`config.mk`:
```
export PLATFORM = sky130hd
export DESIGN_NAME = rgb_to_hsv_converter_core
export DESIGN_NICKNAME = d
export VERILOG_FILES = /design/src/design/rhc_pkg.sv /design/src/design/rgb_to_hsv_converter_core.sv /design/src/design/rhc_front.sv /design/src/design/rhc_cell.sv /design/src/design/rhc_back.sv
export SDC_FILE = /design/constraint.sdc
export NUM_CORES = 1
export LEC_CHECK = 0
export ABC_CLOCK_PERIOD_IN_PS = 69900
export BUFFER_PORTS_ARGS = -buffer_cell sky130_fd_sc_hd__buf_4
export CAP_MARGIN = 20
export CORE_AREA = 2 2 244 270
export CTS_CLUSTER_DIAMETER = 50
export DETAILED_ROUTE_END_ITERATION = 10
export DIE_AREA = 0 0 246 272
export PLACE_DENSITY = 0.81
export SLEW_MARGIN = 20
export SYNTH_ARGS = -nofsm -noshare
export SYNTH_HDL_FRONTEND = slang
export SYNTH_SLANG_ARGS = --single-unit
```
`constraint.sdc`:
```
create_clock -name clk -period 69.9 [get_ports clk]
set_clock_uncertainty 0.15 [all_clocks]
set_input_delay 6.99 -clock clk [delete_from_list [all_inputs] [get_ports clk]]
set_output_delay 6.99 -clock clk [all_outputs]
set_load 0.02 [all_outputs]
```
`src/design/rhc_pkg.sv`:
```
// Shared constants and types for the RGB to HSV converter.
// No dependencies; every other design file imports this package.
package rhc_pkg;

  localparam int CHANNEL_BITS_DEF = 8;
  localparam int IN_BITS          = 8;
  localparam int HUE_BITS         = 15;
  localparam int SAT_BITS         = 8;
  localparam int QUOT_BITS        = 12;
  localparam int SPAN_SHIFT_HI    = 12;
  localparam int SPAN_SHIFT_LO    = 8;
  localparam int SAT_SHIFT        = 8;

  localparam logic [HUE_BITS-1:0] BASE_RED   = 15'd0;
  localparam logic [HUE_BITS-1:0] BASE_GREEN = 15'd7680;
  localparam logic [HUE_BITS-1:0] BASE_BLUE  = 15'd15360;
  localparam logic [HUE_BITS-1:0] FULL_TURN  = 15'd23040;

  localparam logic [1:0] SECTOR_RED   = 2'd0;
  localparam logic [1:0] SECTOR_GREEN = 2'd1;
  localparam logic [1:0] SECTOR_BLUE  = 2'd2;

  typedef struct packed {
    logic       valid;
    logic       gray;
    logic       neg;
    logic [1:0] sector;
  } ctl_t;

endpackage

```
`src/design/rgb_to_hsv_converter_core.sv`:
```
// Top level of the RGB to HSV converter: front stage, division cells, output stage.
// Depends on rhc_pkg, rhc_front, rhc_cell and rhc_back.
//
// Usage: the input channel carries one pixel word (red, green, blue) under
// in_valid/in_ready; the output channel carries hue, saturation, brightness
// and achromatic under out_valid/out_ready. Hue is in 1/64 degree.
// The pipeline holds one front stage, one cell per quotient bit, and the output
// register. Throughput is one word per cycle while the receiver takes results;
// the division runs as a row of cells, each settling one bit of both quotients
// and passing its work on.
// When the receiver stalls, the whole row holds and in_ready drops, but a
// word is still taken while the output register is empty.
// Reset clears every valid flag; the block is ready right after reset.
module rgb_to_hsv_converter_core import rhc_pkg::*; #(
  parameter int CHANNEL_BITS = CHANNEL_BITS_DEF
) (
  input  logic                clk,
  input  logic                rst,
  input  logic                in_valid,
  output logic                in_ready,
  input  logic [IN_BITS-1:0]  red,
  input  logic [IN_BITS-1:0]  green,
  input  logic [IN_BITS-1:0]  blue,
  output logic                out_valid,
  input  logic                out_ready,
  output logic [HUE_BITS-1:0] hue,
  output logic [SAT_BITS-1:0] saturation,
  output logic [IN_BITS-1:0]  brightness,
  output logic                achromatic
);

  localparam int W  = CHANNEL_BITS;
  localparam int NW = CHANNEL_BITS + QUOT_BITS;

  logic advance;

  ctl_t                 ctl_s     [QUOT_BITS+1];
  logic [W-1:0]         hi_s      [QUOT_BITS+1];
  logic [W-1:0]         span_s    [QUOT_BITS+1];
  logic [NW-1:0]        hue_rem_s [QUOT_BITS+1];
  logic [NW-1:0]        sat_rem_s [QUOT_BITS+1];
  logic [QUOT_BITS-1:0] hue_q_s   [QUOT_BITS+1];
  logic [QUOT_BITS-1:0] sat_q_s   [QUOT_BITS+1];

  assign advance    = !out_valid || out_ready;
  assign in_ready   = advance;
  assign hue_q_s[0] = '0;
  assign sat_q_s[0] = '0;

  rhc_front #(.CHANNEL_BITS(CHANNEL_BITS)) u_front (
    .clk     (clk),
    .rst     (rst),
    .advance (advance),
    .in_take (in_valid),
    .red     (red),
    .green   (green),
    .blue    (blue),
    .ctl     (ctl_s[0]),
    .hi      (hi_s[0]),
    .span    (span_s[0]),
    .hue_rem (hue_rem_s[0]),
    .sat_rem (sat_rem_s[0])
  );

  for (genvar k = 0; k < QUOT_BITS; k++) begin : g_cell
    rhc_cell #(.CHANNEL_BITS(CHANNEL_BITS), .SHIFT(QUOT_BITS-1-k)) u_cell (
      .clk         (clk),
      .rst         (rst),
      .advance     (advance),
      .ctl_in      (ctl_s[k]),
      .hi_in       (hi_s[k]),
      .span_in     (span_s[k]),
      .hue_rem_in  (hue_rem_s[k]),
      .sat_rem_in  (sat_rem_s[k]),
      .hue_q_in    (hue_q_s[k]),
      .sat_q_in    (sat_q_s[k]),
      .ctl_out     (ctl_s[k+1]),
      .hi_out      (hi_s[k+1]),
      .span_out    (span_s[k+1]),
      .hue_rem_out (hue_rem_s[k+1]),
      .sat_rem_out (sat_rem_s[k+1]),
      .hue_q_out   (hue_q_s[k+1]),
      .sat_q_out   (sat_q_s[k+1])
    );
  end

  rhc_back #(.CHANNEL_BITS(CHANNEL_BITS)) u_back (
    .clk        (clk),
    .rst        (rst),
    .advance    (advance),
    .ctl_in     (ctl_s[QUOT_BITS]),
    .hi_in      (hi_s[QUOT_BITS]),
    .hue_q_in   (hue_q_s[QUOT_BITS]),
    .sat_q_in   (sat_q_s[QUOT_BITS]),
    .out_valid  (out_valid),
    .hue        (hue),
    .saturation (saturation),
    .brightness (brightness),
    .achromatic (achromatic)
  );

endmodule

```
`src/design/rhc_front.sv`:
```
// Front stage: picks max and min, the hue sector and the scaled dividends.
// Depends on rhc_pkg.
module rhc_front import rhc_pkg::*; #(
  parameter int CHANNEL_BITS = CHANNEL_BITS_DEF
) (
  input  logic                             clk,
  input  logic                             rst,
  input  logic                             advance,
  input  logic                             in_take,
  input  logic [IN_BITS-1:0]               red,
  input  logic [IN_BITS-1:0]               green,
  input  logic [IN_BITS-1:0]               blue,
  output ctl_t                             ctl,
  output logic [CHANNEL_BITS-1:0]          hi,
  output logic [CHANNEL_BITS-1:0]          span,
  output logic [CHANNEL_BITS+QUOT_BITS-1:0] hue_rem,
  output logic [CHANNEL_BITS+QUOT_BITS-1:0] sat_rem
);

  localparam int W  = CHANNEL_BITS;
  localparam int NW = CHANNEL_BITS + QUOT_BITS;

  logic [W-1:0]  r, g, b, hi_c, lo_c, da, db, mag, span_c;
  logic [1:0]    sector_c;
  logic          neg_c;
  logic [NW-1:0] mag_w, span_w;
  ctl_t          ctl_next;

  always_comb begin
    r = W'(red);
    g = W'(green);
    b = W'(blue);
    if (r >= g && r >= b) begin
      sector_c = SECTOR_RED;
      hi_c     = r;
      da       = g;
      db       = b;
    end else if (g >= b) begin
      sector_c = SECTOR_GREEN;
      hi_c     = g;
      da       = b;
      db       = r;
    end else begin
      sector_c = SECTOR_BLUE;
      hi_c     = b;
      da       = r;
      db       = g;
    end
    lo_c   = (r <= g && r <= b) ? r : ((g <= b) ? g : b);
    span_c = hi_c - lo_c;
    neg_c  = da < db;
    mag    = neg_c ? (db - da) : (da - db);
    mag_w  = NW'(mag);
    span_w = NW'(span_c);
    ctl_next.valid  = in_take;
    ctl_next.gray   = span_c == '0;
    ctl_next.neg    = neg_c;
    ctl_next.sector = sector_c;
  end

  always_ff @(posedge clk) begin
    if (rst) begin
      ctl <= '0;
    end else if (advance) begin
      ctl <= ctl_next;
    end
  end

  always_ff @(posedge clk) begin
    if (advance) begin
      hi      <= hi_c;
      span    <= span_c;
      hue_rem <= (mag_w << SPAN_SHIFT_HI) - (mag_w << SPAN_SHIFT_LO);
      sat_rem <= (span_w << SAT_SHIFT) - span_w;
    end
  end

endmodule

```
`src/design/rhc_cell.sv`:
```
// One division cell: settles one quotient bit of both hue and saturation.
// Depends on rhc_pkg.
module rhc_cell import rhc_pkg::*; #(
  parameter int CHANNEL_BITS = CHANNEL_BITS_DEF,
  parameter int SHIFT        = 0
) (
  input  logic                              clk,
  input  logic                              rst,
  input  logic                              advance,
  input  ctl_t                              ctl_in,
  input  logic [CHANNEL_BITS-1:0]           hi_in,
  input  logic [CHANNEL_BITS-1:0]           span_in,
  input  logic [CHANNEL_BITS+QUOT_BITS-1:0] hue_rem_in,
  input  logic [CHANNEL_BITS+QUOT_BITS-1:0] sat_rem_in,
  input  logic [QUOT_BITS-1:0]              hue_q_in,
  input  logic [QUOT_BITS-1:0]              sat_q_in,
  output ctl_t                              ctl_out,
  output logic [CHANNEL_BITS-1:0]           hi_out,
  output logic [CHANNEL_BITS-1:0]           span_out,
  output logic [CHANNEL_BITS+QUOT_BITS-1:0] hue_rem_out,
  output logic [CHANNEL_BITS+QUOT_BITS-1:0] sat_rem_out,
  output logic [QUOT_BITS-1:0]              hue_q_out,
  output logic [QUOT_BITS-1:0]              sat_q_out
);

  localparam int NW = CHANNEL_BITS + QUOT_BITS;

  logic [NW-1:0]        hue_d, sat_d;
  logic                 hue_ge, sat_ge;
  logic [QUOT_BITS-1:0] hue_q_next, sat_q_next;

  always_comb begin
    hue_d      = NW'(span_in) << SHIFT;
    sat_d      = NW'(hi_in) << SHIFT;
    hue_ge     = hue_rem_in >= hue_d;
    sat_ge     = sat_rem_in >= sat_d;
    hue_q_next = hue_q_in;
    sat_q_next = sat_q_in;
    hue_q_next[SHIFT] = hue_ge;
    sat_q_next[SHIFT] = sat_ge;
  end

  always_ff @(posedge clk) begin
    if (rst) begin
      ctl_out <= '0;
    end else if (advance) begin
      ctl_out <= ctl_in;
    end
  end

  always_ff @(posedge clk) begin
    if (advance) begin
      hi_out      <= hi_in;
      span_out    <= span_in;
      hue_rem_out <= hue_ge ? hue_rem_in - hue_d : hue_rem_in;
      sat_rem_out <= sat_ge ? sat_rem_in - sat_d : sat_rem_in;
      hue_q_out   <= hue_q_next;
      sat_q_out   <= sat_q_next;
    end
  end

endmodule

```
`src/design/rhc_back.sv`:
```
// Output stage: adds the sector base, wraps negative hue, holds the result word.
// Depends on rhc_pkg.
module rhc_back import rhc_pkg::*; #(
  parameter int CHANNEL_BITS = CHANNEL_BITS_DEF
) (
  input  logic                    clk,
  input  logic                    rst,
  input  logic                    advance,
  input  ctl_t                    ctl_in,
  input  logic [CHANNEL_BITS-1:0] hi_in,
  input  logic [QUOT_BITS-1:0]    hue_q_in,
  input  logic [QUOT_BITS-1:0]    sat_q_in,
  output logic                    out_valid,
  output logic [HUE_BITS-1:0]     hue,
  output logic [SAT_BITS-1:0]     saturation,
  output logic [IN_BITS-1:0]      brightness,
  output logic                    achromatic
);

  logic [HUE_BITS-1:0] base, q, hue_c;

  always_comb begin
    unique case (ctl_in.sector)
      SECTOR_RED:   base = BASE_RED;
      SECTOR_GREEN: base = BASE_GREEN;
      default:      base = BASE_BLUE;
    endcase
    q = HUE_BITS'(hue_q_in);
    if (ctl_in.gray) begin
      hue_c = '0;
    end else if (!ctl_in.neg) begin
      hue_c = base + q;
    end else if (q > base) begin
      hue_c = base + FULL_TURN - q;
    end else begin
      hue_c = base - q;
    end
  end

  always_ff @(posedge clk) begin
    if (rst) begin
      out_valid <= 1'b0;
    end else if (advance) begin
      out_valid <= ctl_in.valid;
    end
  end

  always_ff @(posedge clk) begin
    if (advance) begin
      hue        <= hue_c;
      saturation <= ctl_in.gray ? '0 : sat_q_in[SAT_BITS-1:0];
      brightness <= IN_BITS'(hi_in);
      achromatic <= ctl_in.gray;
    end
  end

endmodule

```
==> impl_metrics.ini <==
[status]
status = completed

[timing]
min_period_ps = 15650
post-route-period-util = 0.2239
rsz0062_at_grt = false
maxSlewViolCount = 0
tns_ps = 0
hold_viol = 0
setup_viol = 0
worstMarginPinSlew_ps = 1074
fmax_mhz = 63.89
max_slew_margin = 0.2838

[clocking]
worstSkewPairLatency_ps = 630
htreeDepth = 3
clock_path_buffers = 3
post_cts_buffers = 0
clock-root-buffer = clkbuf_16
tritoncts = done
cts_resized = 0
cts-buffers-inserted = 84
clock_sinks = 809
postCtsHoldBufs = 0
cts.clk_slew.worst_paths_ps = 60

[critical_path]
slowest_stage = buf_4
critPathMaxStageDelay_ps = 570
path_cells = buf_4, nor2b_4, buf_4, inv_8, buf_4
critical_path_arrival_ps = 8510
worst_setup_path_end_kind = output pin
path_class = in -> out
path_common_cell = buf_4
startpoint_type = primary input
cp.required_ps = 62760
crit_buf_inv = 4
cp_top_family = buffers and inverters
crit_fanout = 90

[layout]
final_common_cell = edfxtp_1
n_fill_cell = 4294
nets = 4038
final_cell_mix = edfxtp_1 (743), inv_1 (384), nand2_1 (334)
fin_cells = 4641
drive_gt1_frac = 0.07782
diodes = 0
area_growth_pct = 10.56

[die]
die-width_um = 246
rows = 98
start_util = 0.6432
die_y_um = 272
dieArea_um2 = 66910
io_pins = 62
coreArea_um2 = 64370

[global_routing]
antenna_found_initial = 0
grtUsageMet2 = 0.4516
grt_util_met1 = 0.2278
grt_max_degree = 195
met3_usage = 0.03409
grt_pass1_wl_um = 123800
grt_busiest_layer = met2
grt_pass1_vias = 26800
grt_use_total = 0.2271
gr-total-overflow = 0

[routing]
wl_um = 76060
ant_nets = 0
vias_per_cell = 5.717
drt_iter0_drc = 1663
vias = 26530
drc_errors = 0
wire_per_inst_um = 16.39
drt_pass1_iterations = 7

[yosys]
yosys_warnings = 0
synth-edff-count = 743
synth.area.top_cells = edfxtp_1 (54%), ha_1 (7.8%), inv_1 (3.5%), dfxtp_1 (3.2%), nand2_1 (3.0%)
synth.avg_cell_area_um2 = 11.39
synth.distinct_cells = 91
synth_area_um2 = 41410
synthArstFlopShare = 0
yosys.area.top_type = edfxtp_1
syn-num-nets = 3947
synth_ff_type = edfxtp_1
netlist_instances = 3635
synth_top_area_frac = 0.5388
synth-seq-cells = 809
ys_seq_area_frac = 0.5707

[placement]
dpl.cell_count = 4489
gp_congestion = 0.8433
port_buffers = 61
post-dp-hpwl_um = 53270

[power_and_ir_drop]
p_leak_uw = 0.01826
ir_drop_mv = 0.02704
power_uw = 2281
powerDensity_nw_per_um2 = 49.82

[hold_path]
min_path_type = reg -> reg

[flow_run]
cap_violations = 0
## final cells by class
class | count | area, µm² | share of cell area
multi-input cells | 2366 | 16060 | 0.3509
repair buffers | 80 | 645.6 | 0.01410
clock buffers | 106 | 2321 | 0.05070
well taps | 850 | 1064 | 0.02323
flip-flops and latches | 809 | 23630 | 0.5162
inverters | 385 | 1453 | 0.03173
clock inverters | 45 | 600.6 | 0.01312
## cells in the mapped netlist, drive strengths merged (10+ instances only)
cell type / count
edfxtp: 743
inv: 385
nand2: 334
nor2: 308
ha: 257
a21oi: 243
o21ai: 202
xnor2: 119
xor2: 100
dfxtp: 66
clkbuf: 64
nor2b: 64
nor3: 63
a21boi: 58
nand2b: 53
nand3: 51
o31ai: 50
nor4: 43
a21o: 38
or3: 38
nand4: 30
mux2: 29
fa: 27
mux2i: 25
o21a: 23
a211oi: 18
or2: 17
nand3b: 15
or4: 15
nand4b: 14
and2: 12
buf: 11
a2111oi: 10
a31oi: 10
## per-stage QoR
stage / util / setup WS [ps] / hold WS (ps) / cell area [µm²]
after floorplan: - / 35200 / 250.3 / 41410
after global placement: 0.6652 / 54270 / 250.4 / 42820
after detailed placement: 0.6652 / 54250 / 254.5 / 42820
after CTS: 0.7106 / 54250 / 262.4 / 45740
after global routing: 0.7111 / 54160 / 267.7 / 45780
final: 0.7111 / 54250 / 260.9 / 45780
## metal layers
metal  part of all wire  wire length, µm  up-vias
met5                  0                0        -
met1               0.36            27720    12600
met2               0.56            42370      569
met4              0.040             3044        0
li1                   -                -    13180
met3              0.038             2919      184
## path summary, 6_finish.rpt
check	start	endpoint	slack (ps)	depth (start not counted)
setup / recovery	out_ready	in_ready	54250	5
hold / removal	g_cell[5].u_cell.hue_q_out[11]	g_cell[6].u_cell.hue_q_out[11]	260	0
setup reg to reg	u_back.out_valid	u_back.brightness[5]	65460	6
hold reg to reg	g_cell[5].u_cell.hue_q_out[11]	g_cell[6].u_cell.hue_q_out[11]	260	0
## sequential cells by signal (all words and copies together) (netlist names), 7 cells and up
| signal | flops |
|---|---|
| g_cell.u_cell.sat_rem_out | 220 |
| g_cell.u_cell.hue_rem_out | 160 |
| g_cell.u_cell.hi_out | 96 |
| g_cell.u_cell.hue_q_out | 78 |
| g_cell.u_cell.span_out | 77 |
| g_cell.u_cell.ctl_out | 60 |
| g_cell.u_cell.sat_q_out | 36 |
| u_front.sat_rem | 17 |
| u_back.hue | 15 |
| u_front.hue_rem | 12 |
| u_back.brightness | 8 |
| u_back.saturation | 8 |
| u_front.hi | 8 |
| u_front.span | 7 |
## report_power, final
part	total (µW)	switching [µW]	leakage, µW	internal (µW)
logic	893	496	0.00872	398
registers	924	116	0.00811	807
clock network	464	183	0.00143	281
## kinds of logic after synthesis
logic type,share of synthesized area
fa+ha+maj,0.09071
compound gates,0.1096
other cells,0.00009056
mux,0.01393
buf+inv,0.04212
flops,0.5707
simple gates,0.1258
xor+xnor,0.04705
Note: power is estimated with default switching activity, not from simulation.
